[config.mk]
export PLATFORM = sky130hd
export DESIGN_NAME = chunk_run_length_unpacker_core
export DESIGN_NICKNAME = d
export VERILOG_FILES = /design/src/rtl/core/crlu_pkg.sv /design/src/rtl/core/crlu_engine.sv /design/src/rtl/core/chunk_run_length_unpacker_core.sv
export SDC_FILE = /design/constraint.sdc
export NUM_CORES = 1
export LEC_CHECK = 0
export BUFFER_PORTS_ARGS = -buffer_cell sky130_fd_sc_hd__buf_2
export CORE_MARGIN = 5
export CORE_UTILIZATION = 40
export DETAILED_ROUTE_END_ITERATION = 8
export PLACE_DENSITY_LB_ADDON = 0.12
export SLEW_MARGIN = 10
export SYNTH_ARGS = -nofsm -noshare
export SYNTH_HDL_FRONTEND = slang
export SYNTH_SLANG_ARGS = --single-unit
[constraint.sdc]
create_clock -name clk -period 2.1 [get_ports clk]
set_clock_uncertainty 0.05 [all_clocks]
set_input_delay 0.42 -clock clk [delete_from_list [all_inputs] [get_ports clk]]
set_output_delay 0.42 -clock clk [all_outputs]
set_load 0.1 [all_outputs]
[src/rtl/core/crlu_pkg.sv]
// Shared types and constants for the chunk run-length unpacker.
// Used by crlu_engine and chunk_run_length_unpacker_core; no dependencies.
package crlu_pkg;

	localparam logic [7:0] MODE_LITERAL = 8'h00;
	localparam logic [7:0] MODE_REPEAT  = 8'h01;
	localparam logic [7:0] MODE_TWICE   = 8'h02;
	localparam logic [7:0] MODE_ZERO    = 8'h03;
	localparam logic [7:0] MODE_NOP     = 8'hFF;

	localparam int unsigned WORD_BYTES = 4;
	localparam int unsigned REM_W      = 11;

	typedef enum logic [2:0] {
		PH_MODE    = 3'd0,
		PH_COUNT   = 3'd1,
		PH_WORD    = 3'd2,
		PH_LITERAL = 3'd3,
		PH_LIT_OUT = 3'd4,
		PH_EMIT    = 3'd5
	} phase_t;

	typedef enum logic [1:0] {
		ERR_NONE  = 2'd0,
		ERR_MODE  = 2'd1,
		ERR_TRUNC = 2'd2,
		ERR_BUSY  = 2'd3
	} err_t;

	typedef struct packed {
		logic       opcode;
		logic [7:0] in_byte;
		logic       in_last;
	} item_t;

	typedef struct packed {
		logic [7:0] out_byte;
		logic       out_valid;
		logic       run_last;
		logic       need_input;
		logic [1:0] error_code;
		logic       done_res;
	} result_t;

endpackage

[src/rtl/core/crlu_engine.sv]
// Decoder state and the single-pass update for one push or pull transaction.
// Depends on crlu_pkg.
module crlu_engine (
	input  logic             clk,
	input  logic             arst_n,
	input  logic             step,
	input  crlu_pkg::item_t  item,
	input  logic             reverse_word_bytes,
	output crlu_pkg::result_t result
);
	import crlu_pkg::*;

	phase_t           phase_q, phase_d;
	logic [1:0]       mode_q, mode_d;
	logic [7:0]       run_q, run_d;
	logic [31:0]      fill_q, fill_d;
	logic [1:0]       idx_q, idx_d;
	logic [REM_W-1:0] rem_q, rem_d;
	logic [7:0]       lit_q, lit_d;
	err_t             err_q, err_d;
	logic             ended_q, ended_d;

	logic [REM_W-1:0] emit_cnt;
	logic [1:0]       sel;
	logic             wants_more;

	always_ff @(posedge clk or negedge arst_n) begin
		if (!arst_n) begin
			phase_q <= PH_MODE;
			mode_q  <= 2'd0;
			run_q   <= 8'd0;
			fill_q  <= 32'd0;
			idx_q   <= 2'd0;
			rem_q   <= '0;
			lit_q   <= 8'd0;
			err_q   <= ERR_NONE;
			ended_q <= 1'b0;
		end else if (step) begin
			phase_q <= phase_d;
			mode_q  <= mode_d;
			run_q   <= run_d;
			fill_q  <= fill_d;
			idx_q   <= idx_d;
			rem_q   <= rem_d;
			lit_q   <= lit_d;
			err_q   <= err_d;
			ended_q <= ended_d;
		end
	end

	always_comb begin
		phase_d = phase_q;
		mode_d  = mode_q;
		run_d   = run_q;
		fill_d  = fill_q;
		idx_d   = idx_q;
		rem_d   = rem_q;
		lit_d   = lit_q;
		err_d   = err_q;
		ended_d = ended_q;
		emit_cnt = '0;
		sel = 2'd0;
		wants_more = 1'b0;
		result = '0;

		if (err_q == ERR_NONE) begin
			if (!item.opcode) begin
				if (!ended_q) begin
					unique case (phase_q)
						PH_MODE: begin
							if (item.in_byte == MODE_LITERAL || item.in_byte == MODE_REPEAT
									|| item.in_byte == MODE_ZERO) begin
								mode_d  = item.in_byte[1:0];
								phase_d = PH_COUNT;
							end else if (item.in_byte == MODE_TWICE) begin
								mode_d  = item.in_byte[1:0];
								idx_d   = 2'd0;
								fill_d  = 32'd0;
								phase_d = PH_WORD;
							end else if (item.in_byte != MODE_NOP) begin
								err_d = ERR_MODE;
							end
						end
						PH_COUNT: begin
							run_d = item.in_byte;
							if (mode_q == MODE_LITERAL[1:0]) begin
								phase_d = (item.in_byte != 8'd0) ? PH_LITERAL : PH_MODE;
							end else if (mode_q == MODE_ZERO[1:0]) begin
								rem_d   = {{(REM_W-8){1'b0}}, item.in_byte};
								idx_d   = 2'd0;
								phase_d = (item.in_byte != 8'd0) ? PH_EMIT : PH_MODE;
							end else begin
								idx_d   = 2'd0;
								fill_d  = 32'd0;
								phase_d = PH_WORD;
							end
						end
						PH_WORD: begin
							fill_d = {fill_q[23:0], item.in_byte};
							idx_d  = idx_q + 2'd1;
							if (idx_q == 2'd3) begin
								if (mode_q == MODE_TWICE[1:0]) begin
									emit_cnt = REM_W'(2 * WORD_BYTES);
								end else begin
									emit_cnt = {{(REM_W-10){1'b0}}, run_q, 2'b00};
								end
								rem_d   = emit_cnt;
								idx_d   = 2'd0;
								phase_d = (emit_cnt != '0) ? PH_EMIT : PH_MODE;
							end
						end
						PH_LITERAL: begin
							lit_d   = item.in_byte;
							run_d   = run_q - 8'd1;
							phase_d = PH_LIT_OUT;
						end
						default: begin
							err_d = ERR_BUSY;
						end
					endcase
					if (err_d == ERR_NONE && item.in_last) begin
						ended_d = 1'b1;
						wants_more = (phase_d == PH_COUNT) || (phase_d == PH_WORD)
							|| (phase_d == PH_LITERAL)
							|| (phase_d == PH_LIT_OUT && run_d != 8'd0);
						if (wants_more) begin
							err_d = ERR_TRUNC;
						end
					end
				end
			end else if (phase_q == PH_LIT_OUT) begin
				result.out_byte  = lit_q;
				result.out_valid = 1'b1;
				result.run_last  = (run_q == 8'd0);
				phase_d = (run_q != 8'd0) ? PH_LITERAL : PH_MODE;
			end else if (phase_q == PH_EMIT) begin
				if (mode_q != MODE_ZERO[1:0]) begin
					sel = reverse_word_bytes ? idx_q : ~idx_q;
					result.out_byte = fill_q[{sel, 3'b000} +: 8];
					idx_d = idx_q + 2'd1;
				end
				result.out_valid = 1'b1;
				rem_d = rem_q - REM_W'(1);
				result.run_last = (rem_d == '0);
				if (rem_d == '0) begin
					phase_d = PH_MODE;
				end
			end
		end

		result.need_input = (phase_d != PH_EMIT) && (phase_d != PH_LIT_OUT)
			&& (err_d == ERR_NONE) && !ended_d;
		result.error_code = err_d;
		result.done_res   = ended_d && (phase_d == PH_MODE) && (err_d == ERR_NONE);
	end

endmodule

[src/rtl/core/chunk_run_length_unpacker_core.sv]
// Top level of the chunk run-length unpacker: input register, decoder engine,
// result register and the configuration register. Depends on crlu_pkg and crlu_engine.
//
// Usage: each slave transaction is one command to the decoder. s_tuser is the
// opcode: 0 pushes the packed byte in s_tdata, with s_tlast marking the final
// byte of the stream; 1 pulls one decoded byte. Every input transaction yields
// exactly one master transaction carrying the decoded byte, its flags and the
// decoder status after that step. m_tuser says whether a byte was delivered and
// m_tlast marks the last byte of a run.
// A transaction accepted at a clock edge sits in the input register, passes
// through the engine and is then registered in the result register, with
// m_tvalid high. Throughput is one transaction per cycle while the receiver
// does not stall; the engine state update is the only loop.
// When the receiver stalls, the result register holds and the input register
// fills; s_tready falls only when both are occupied and m_tready is low.
// Reset clears the decoder to wait for a mode byte, clears the error, the
// end-of-stream mark and the byte-order register, and empties both registers.
// cfg_we writes cfg_wdata to the byte-order register; write it only while idle.
module chunk_run_length_unpacker_core (
	input  logic        clk,
	input  logic        arst_n,
	input  logic        cfg_we,
	input  logic        cfg_wdata,
	input  logic        s_tvalid,
	output logic        s_tready,
	input  logic [7:0]  s_tdata,  // [7:0] in_byte
	input  logic        s_tuser,  // [0] opcode
	input  logic        s_tlast,  // in_last
	output logic        m_tvalid,
	input  logic        m_tready,
	output logic [15:0] m_tdata,  // [7:0] out_byte, [8] need_input, [10:9] error_code,
	                              // [11] done_res, [15:12] zero
	output logic        m_tuser,  // [0] out_valid
	output logic        m_tlast   // run_last
);
	import crlu_pkg::*;

	logic    reverse_q;
	logic    valid_s1;
	item_t   item_s1;
	logic    out_valid_q;
	result_t res_q;
	result_t res_d;
	logic    out_free;
	logic    step;

	assign out_free = !out_valid_q || m_tready;
	assign step     = valid_s1 && out_free;
	assign s_tready = !valid_s1 || out_free;

	always_ff @(posedge clk or negedge arst_n) begin
		if (!arst_n) begin
			reverse_q <= 1'b0;
		end else if (cfg_we) begin
			reverse_q <= cfg_wdata;
		end
	end

	always_ff @(posedge clk or negedge arst_n) begin
		if (!arst_n) begin
			valid_s1 <= 1'b0;
		end else if (s_tready) begin
			valid_s1 <= s_tvalid;
		end
	end

	always_ff @(posedge clk) begin
		if (s_tready && s_tvalid) begin
			item_s1 <= '{opcode: s_tuser, in_byte: s_tdata, in_last: s_tlast};
		end
	end

	crlu_engine u_engine (
		.clk                (clk),
		.arst_n             (arst_n),
		.step               (step),
		.item               (item_s1),
		.reverse_word_bytes (reverse_q),
		.result             (res_d)
	);

	always_ff @(posedge clk or negedge arst_n) begin
		if (!arst_n) begin
			out_valid_q <= 1'b0;
		end else if (out_free) begin
			out_valid_q <= step;
		end
	end

	always_ff @(posedge clk) begin
		if (step) begin
			res_q <= res_d;
		end
	end

	assign m_tvalid = out_valid_q;
	assign m_tdata  = {4'b0000, res_q.done_res, res_q.error_code, res_q.need_input,
		res_q.out_byte};
	assign m_tuser  = res_q.out_valid;
	assign m_tlast  = res_q.run_last;

	a_no_byte_with_error: assert property (@(posedge clk) disable iff (!arst_n)
		m_tvalid && m_tuser |-> m_tdata[10:9] == ERR_NONE)
		else $error("decoded byte delivered while an error is held");

	a_idle_fields_zero: assert property (@(posedge clk) disable iff (!arst_n)
		m_tvalid && !m_tuser |-> !m_tlast && m_tdata[7:0] == 8'd0)
		else $error("byte or run end flagged without a delivered byte");

	a_need_vs_done: assert property (@(posedge clk) disable iff (!arst_n)
		m_tvalid |-> !(m_tdata[8] && m_tdata[11]))
		else $error("need_input and done_res both set");

	a_error_blocks_status: assert property (@(posedge clk) disable iff (!arst_n)
		m_tvalid && m_tdata[10:9] != ERR_NONE |-> !m_tdata[8] && !m_tdata[11])
		else $error("status flags set while an error is held");

endmodule
==> results.toml, run 1 <==
[run_status]
outcome = "finished with violations"
violations = "negative setup slack"

[yosys]
postSynthAreaPerCell_sq_um = 9.52
synth_edf_count = 24
synth_ff_type = "dfrtp_1"
yosysSeqAreaShare_pct = 46.4
yosys_warnings = 0
synthCells = 571
ys_ff_latch = 96
netlist_area_sq_um = 5440
yosysMostFrequentCell = "nand2_1"
synth_area_leaders = "dfrtp_1 (33%), edfxtp_1 (13%), nand2_1 (6.4%), o21ai_1 (3.2%), nor2_1 (3.1%)"
synth_common_cells = "nand2_1 (92), dfrtp_1 (72), nor2_1 (45)"
synth_top_cell_area_share_pct = 33.1
synth.distinct_cells = 80
yosys.area.top_type = "dfrtp_1"
ys_async_sr_fraction_pct = 75.0

[worst_setup_path]
path_class = "reg2reg"
cp_max_fo = 2
crit_chain = "inv_2, ha_4, or4b_4, nor3_2, o21ai_2, nor4_4, buf_4, a31oi_4, a2111oi_4"
rr_worst_depth = 9
max_stage_delay_ps = 450
endpoint_kind = "flop"
ff2ff_setup_slack_ps = -280
r2r-end = "m_tdata[8]"
critPathSlowestCell = "or4b_4"
start_kind = "flop"
crit_path_end = "m_tdata[8]"
reg2reg_from = "u_engine.rem_q[1]"
startpoint = "u_engine.rem_q[1]"
critical_path_arrival_ps = 2490
required_ps = 2210

[timing]
worst_slack_ps = -283
period_needed_ps = 2380
rsz0062_at_grt = "yes"
finalHoldViolCount = 0
fmax_ghz = 0.420
maxSlewViolCount = 0
finalSetupViolations = 41
slew-limit-headroom_pct = 60.6
worst_pin_slew_ps = 592
period_share_pct = 113

[die]
die_w_microns = 127
die_area_sq_um = 16000
core-area_sq_um = 13300
rows = 42
die_y_microns = 127
io_pins = 36
start_util_pct = 40.9

[routing]
routed_wirelength_microns = 16900
viasPerCell = 5.52
first_pass_iters = 4
drt_iter0_drc = 397
routedWlPerCell_microns = 19.1
vias = 4898
ant_nets = 0
drc = 0

[power]
leakagePower_uw = 0.00318
p_per_area_nw_per_um2 = 532
power_uw = 4070
ir_worst_vdd_mv = 0.370

[clock_tree]
root_buffer = "clkbuf_16"
clock-sinks = 96
cts_buffers = 9
clock_latency_ps = 350
cts.htree.levels = 3
clk_pin_slew_worst_paths_ps = 70
clock_path_buffers = 2
cts_tree = "built"

[place]
place_ws_ps = -315
routabilityCongestion = 0.903
portBuffers = 31
dpl.hpwl_microns = 11500

[layout]
layout.nets = 728
syn_to_final_growth_pct = 40.6
diodes = 0
drive_gt1_share_pct = 44.5

[global_route]
grt_pass1_vias = 4689
grt_pass1_wl_microns = 25300
grt_max_degree = 65
antenna_found_initial = 0
grt_overflow = 0
grt.total_usage_pct = 20.0

[flow_run]
drv_cap = 0

[min_path]
hp-class = "in2async"
-- where the power goes --
part,internal (uW),switching [uW]
Clock,915,740
Combinational,115,325
Sequential,1950,21.7
Total,2980,1090
-- cells in the final DEF, fill, tap and decap left out, types with 11 or more instances in the layout --
cell,instances
nor3_1,13
edfxtp_1,24
inv_1,13
clkbuf_16,14
o21ai_0,23
buf_4,116
nand2_4,20
nand3_1,11
o21ai_2,26
nand2_2,14
a21oi_1,24
o21ai_1,12
buf_2,30
nor2_1,41
nand2_1,58
dfrtp_1,67
-- metal layers --
| metal | up-vias | global-route usage, % | routed length [microns] |
|---|---|---|---|
| li1 | 2361 | - | - |
| met1 | 2426 | 29.2 | 8090 |
| met2 | 98 | 30.9 | 7850 |
| met3 | 13 | 3.07 | 811 |
| met4 | 0 | 5.43 | 184 |
| met5 | - | 0 | 0 |
-- area by class of cell --
class / instances / area, sq um
flip-flops and latches: 96 / 2530
inverters: 17 / 63.8
repair buffers: 162 / 1340
fillers: 1190 / 5650
clock buffers: 13 / 272
clock inverters: 3 / 22.5
well taps: 176 / 220
multi-input cells: 421 / 3190
-- sequential cells by signal, summed over array words and instances, names as in the netlist, 2 cells and up --
signal            cells
item_s1              10
m_tdata              12
u_engine.err_q        2
u_engine.fill_q      32
u_engine.idx_q        2
u_engine.lit_q        8
u_engine.mode_q       2
u_engine.phase_q      3
u_engine.rem_q       11
u_engine.run_q        8
-- through the flow --
step | TNS [ps] | utilization, % | hold WS [ps] | cells | instance area [sq um]
after global placement | -1130 | 49.7 | 415 | 856 | 6610
after detailed placement | -1530 | 49.7 | 416 | 856 | 6610
after global routing | -8650 | 57.5 | 74.9 | 888 | 7640
after floorplan | -2150 | - | 74.4 | 574 | 5490
final | -5580 | 57.5 | 25.0 | 888 | 7640
after CTS | -1280 | 53.0 | 43.1 | 875 | 7040
-- worst min path at each step --
stage                     slack, ps             endpoint  cells past startpoint
after global placement          410  u_engine.fill_q[27]                      2
after floorplan                  70             m_tvalid                      0
after global routing             70     u_engine.ended_q                      1
after CTS                        40     u_engine.ended_q                      1
after detailed placement        420             valid_s1                      1
final                            30     u_engine.ended_q                      1
-- worst max-delay path: cells and delay by family, from the launching register on --
kind	cells	cell delay (ps)
compound gates	3	510
fa+ha+maj	1	120
buf+inv	2	280
flops	1	390
simple gates	3	830
-- cells by family after synthesis --
logic type / Yosys count / synth area share (%)
fa+ha+maj: 5 / 1.15
mux: 22 / 6.26
simple gates: 232 / 22.5
buf+inv: 57 / 4.90
xor+xnor: 3 / 0.484
flops: 96 / 46.4
other cells: 1 / 0.0690
compound gates: 155 / 18.2
-- repair_timing --
| action | 4_1_cts | 5_1_grt |
|---|---|---|
| resized for setup | 27 | 111 |
| pin swaps | 7 | 48 |
| gates cloned | 0 | 7 |
| endpoints found under the setup margin | 23 | 62 |
| setup buffers | 3 | 6 |
| hold buffers | 0 | 0 |
Power figures use the tool's default switching activity.
==> run 2, diff against run 1 <==
--- a/config.mk
+++ b/config.mk
@@ -10,6 +10,7 @@
 export CORE_UTILIZATION = 40
 export DETAILED_ROUTE_END_ITERATION = 8
 export PLACE_DENSITY_LB_ADDON = 0.12
+export SKIP_LAST_GASP = 1
 export SLEW_MARGIN = 10
 export SYNTH_ARGS = -nofsm -noshare
 export SYNTH_HDL_FRONTEND = slang
==> run 2 against run 1 <==
Compared with the run above:
- the run still ends with negative setup slack left
- total power shrank 0.22%
- non-clock buffer count shrank 6
- combinational power is essentially flat
- sequential power is essentially flat
- sequential cell count is the same
- design area shrank 5.5%
- die area is the same
- final cell count shrank 0.68%
- highest routed layer unchanged
- critical path type unchanged
- utilization shrank 3.1 points
- clock power is essentially flat
==> results.toml, run 2 (synthesis gave the netlist of run 1 again) <==
[timing]
finalHoldViolCount = 0
slew-limit-headroom_pct = 60.4
rsz0062_at_grt = "yes"
finalSetupViolations = 9
worst_slack_ps = -306
maxSlewViolCount = 0
period_needed_ps = 2410
timing.hold.ws_ps = 27.7
period_share_pct = 115
worst_pin_slew_ps = 593
setup_tns_ps = -1550
fmax_ghz = 0.416

[layout]
layout_common_cells = "buf_4 (117), nand2_1 (90), dfrtp_1 (67)"
max_flop_register = "u_engine.fill_q"
diodes = 0
mostFrequentLayoutCell = "buf_4"
largest_register_ffs = 32
syn_to_final_growth_pct = 32.9
layout.nets = 722
post-route-util_pct = 54.3
fill_cells = 1235
drive_gt1_share_pct = 36.0

[die]
io_pins = 36
die_w_microns = 127
die_area_sq_um = 16000
start_util_pct = 40.9
core-area_sq_um = 13300
rows = 42
die_y_microns = 127

[clock_tree]
root_buffer = "clkbuf_16"
cts_buffers = 9
cts_tree = "built"
clock-sinks = 96
cts.htree.levels = 3
clock_latency_ps = 350
clk_pin_slew_worst_paths_ps = 70
hold_buffers = 0
clock_path_buffers = 2

[worst_setup_path]
required_ps = 2190
critical_path_arrival_ps = 2500
cp_max_fo = 2
endpoint_kind = "flop"
path_class = "reg2reg"
start_kind = "flop"

[min_path]
hp-class = "in2async"

[routing]
routedWlPerCell_microns = 18.2
ant_nets = 0
viasPerCell = 5.46
first_pass_iters = 4
vias = 4818
drt_iter0_drc = 369
routed_wirelength_microns = 16000
drc = 0

[power]
p_clk_share_pct = 40.6
power.switching_uw = 1080
pwr-share-seq_pct = 48.6
intPower_uw = 2980
p_per_area_nw_per_um2 = 562
leakagePower_uw = 0.00303
swShare_pct = 26.6
ir_worst_vdd_mv = 0.369
combPwrFrac_pct = 10.8

[place]
dpl.hpwl_microns = 11500
routabilityCongestion = 0.903
place_ws_ps = -315
portBuffers = 31

[global_route]
grt_pass1_wl_microns = 25300
grt_pass1_vias = 4683
grt_overflow = 0
grt.total_usage_pct = 19.9
antenna_found_initial = 0
grt_max_degree = 65

[run_status]
violations = "negative setup slack"
outcome = "finished with violations"

[flow_run]
drv_cap = 0
## run 2: per-stage QoR
stage	std cells	instance area (sq um)	power (uW)
floorplan	574	5490	2280
global placement	856	6610	2440
CTS	875	7040	4100
finish	882	7230	4060
global route	882	7230	4200
detailed placement	856	6610	2440
## run 2: routing by layer
metal	share of wire, %	up-vias	track usage, %
li1	-	2340	-
met1	49	2362	29.2
met2	46	103	30.9
met3	4.0	13	3.07
met4	1.2	0	5.43
met5	0	-	0
## run 2: path summary, 6_finish.rpt
kind | from | to | slack (ps) | depth (start not counted)
setup reg to reg | u_engine.rem_q[1] | m_tdata[8] | -310 | 9
hold reg to reg | u_engine.fill_q[25] | u_engine.fill_q[25] | 440 | 2
setup / recovery | u_engine.rem_q[1] | m_tdata[8] | -310 | 9
min in group clk | s_tlast | item_s1[0] | 190 | 1
hold / removal | arst_n | u_engine.ended_q | 30 | 1
max in group asynchronous | arst_n | u_engine.lit_q[0] | 1410 | 2
## run 2: power by group through the flow
stage / Sequential, uW / Clock [uW] / Combinational [uW]
3_5_place_dp: 2010 / 0 / 430
3_3_place_gp: 2010 / 0 / 429
2_1_floorplan: 2140 / 0 / 143
6_report: 1970 / 1650 / 439
5_1_grt: 1980 / 1760 / 465
4_1_cts: 1970 / 1690 / 436
## run 2: layout make-up
class,instances,area (sq um),area share (%)
flip-flops and latches,96,2530,35.0
inverters,17,63.8,0.883
clock buffers,13,272,3.76
multi-input cells,421,2910,40.3
repair buffers,156,1210,16.7
well taps,176,220,3.05
clock inverters,3,22.5,0.312
## run 2: worst max-delay path, cell delays in order (launching register included)
cell,delay [ps]
dfrtp_1,390
inv_2,100
ha_4,120
or4b_4,450
nor3_2,130
o21ai_2,90
nor4_4,250
buf_4,190
a31oi_4,90
a2111oi_2,340
## run 2: timing repair
| action | CTS | global route |
|---|---|---|
| buffers inserted | 3 | 5 |
| pin swaps | 7 | 9 |
| gates resized for setup | 26 | 26 |
| gates cloned | 0 | 2 |
| setup endpoints to repair | 23 | 59 |
==> run 3, diff against run 2 <==
==> constraint.sdc (replaced) <==
create_clock -name clk -period 2.1 [get_ports clk]
set_clock_uncertainty 0.05 [all_clocks]
set_input_delay 0.42 -clock clk [delete_from_list [all_inputs] [get_ports clk]]
set_output_delay 0.42 -clock clk [all_outputs]
set_load 0.005 [all_outputs]
==> run 3 against run 2 <==
Compared with the run above:
- the flow still finishes with violations (negative setup slack)
- utilization is 2.4 points higher
- die area stayed put
- non-clock buffer count is 14 higher
- combinational power is 37% lower
- sequential power hardly changed
- global-route usage is 0.44 points higher
- design area is 4.4% higher
- sequential share of layout area is 1.5 points lower
- critical path depth is 1 lower
- maximum frequency is 0.76% higher
- worst hold slack better by 170 ps
- via count is 4.4% higher
- critical path type unchanged
- largest power group unchanged
==> results.toml, run 3 (synthesis gave the netlist of run 1 again) <==
[run_status]
outcome = "finished with violations"
violations = "negative setup slack"

[power]
leakagePower_uw = 0.00318
ir_worst_vdd_mv = 0.375
power_uw = 3890
p_per_area_nw_per_um2 = 516

[routing]
m1WireLength_microns = 7980
drt_iter0_drc = 369
drc = 0
ant_nets = 0
highest_layer = "met4"
vias = 5029
wl_met3_microns = 740
wl_met2_microns = 7830
routedWlPerCell_microns = 18.9
viasPerCell = 5.61
first_pass_iters = 4
routed_wirelength_microns = 17000

[worst_setup_path]
start_kind = "flop"
critical_path_arrival_ps = 2490
reg2reg_from = "u_engine.rem_q[1]"
startpoint = "u_engine.rem_q[1]"
cp_max_fo = 3
required_ps = 2200
endpoint_kind = "flop"
path_class = "reg2reg"

[layout]
mostFrequentLayoutCell = "buf_4"
max_flop_register = "u_engine.fill_q"
drive_gt1_share_pct = 42.5
layoutNonFillerInstCount = 896
syn_to_final_growth_pct = 38.8
layout_common_cells = "buf_4 (125), dfrtp_1 (69), nand2_1 (60)"
largest_register_ffs = 32
diodes = 0
layout.nets = 736

[timing]
finalSetupViolations = 42
fmax_ghz = 0.419
maxSlewViolCount = 0
worst_slack_ps = -288
finalHoldViolCount = 0
rsz0062_at_grt = "yes"
period_share_pct = 114
period_needed_ps = 2390

[clock_tree]
cts_tree = "built"
root_buffer = "clkbuf_16"
clock_latency_ps = 350
cts_buffers = 9
clk_pin_slew_worst_paths_ps = 70
clock_path_buffers = 2
clock-sinks = 96
cts.htree.levels = 3

[place]
dpl.hpwl_microns = 11900
post-place-cells = 863
portBuffers = 31
routabilityCongestion = 0.947

[flow_run]
drv_cap = 0

[die]
start_util_pct = 40.9
die_w_microns = 127
core-area_sq_um = 13300
die_y_microns = 127
die_area_sq_um = 16000
io_pins = 36
rows = 42

[min_path]
hp-start = "s_tdata[2]"
hp-class = "in2reg"

[global_route]
grt_pass1_wl_microns = 25700
antenna_found_initial = 0
grt.total_usage_pct = 20.4
grt_overflow = 0
grt_pass1_vias = 4826
grt_max_degree = 65
[run 3: worst paths after layout]
path | to | slack (ps) | cells past startpoint
max | m_tdata[8] | -290 | 8
min reg2reg | m_tvalid | 450 | 1
max in group asynchronous | u_engine.fill_q[2] | 800 | 3
max reg2reg | m_tdata[8] | -290 | 8
min in group asynchronous | m_tvalid | 520 | 2
min | item_s1[3] | 200 | 1
[run 3: routing by layer]
layer | GRT usage (%) | vias up
met2 | 31.5 | 156
met3 | 2.86 | 26
met4 | 8.33 | 0
met5 | 0 | -
li1 | - | 2373
met1 | 28.9 | 2474
[run 3: where the power goes]
group,internal (uW),total (uW),switching (uW)
clock,888,1650,758
combinational,113,275,162
sequential,1950,1970,22.0
total,2950,3890,941
[run 3: critical path: stages, from the launching register on]
cell	delay, ps
dfrtp_1	400
inv_2	110
ha_4	130
or4b_4	450
nor3_2	130
o21ai_2	90
nor4_4	300
a31oi_2	200
a2111oi_2	340
[run 3: area by class of cell]
| cell class | count | area (sq um) |
|---|---|---|
| Inverter | 17 | 63.8 |
| Timing Repair Buffer | 170 | 1350 |
| Multi-Input combinational cell | 421 | 3090 |
| Clock buffer | 11 | 254 |
| Fill cell | 1158 | 5750 |
| Tap cell | 176 | 220 |
| Sequential cell | 96 | 2530 |
| Clock inverter | 5 | 38.8 |
[run 3: through the flow]
stage / setup slack [ps] / cell area, sq um / hold WS [ps] / TNS [ps] / utilization, %
5_1_grt: -348 / 7540 / 183 / -7890 / 56.7
4_1_cts: -227 / 7050 / 186 / -1970 / 53.0
6_report: -288 / 7540 / 196 / -4130 / 56.7
3_3_place_gp: -205 / 6640 / 356 / -998 / 49.9
3_5_place_dp: -235 / 6640 / 366 / -1240 / 49.9
2_1_floorplan: -156 / 5490 / 74.4 / -243 / -
[run 3: timing repair]
item,CTS,global route
cloned,0,7
pin swaps,5,44
hold buffers,1,0
resized for setup,20,93
setup buffers,5,4
endpoints found under the hold margin,28,0
endpoints found under the setup margin,12,56
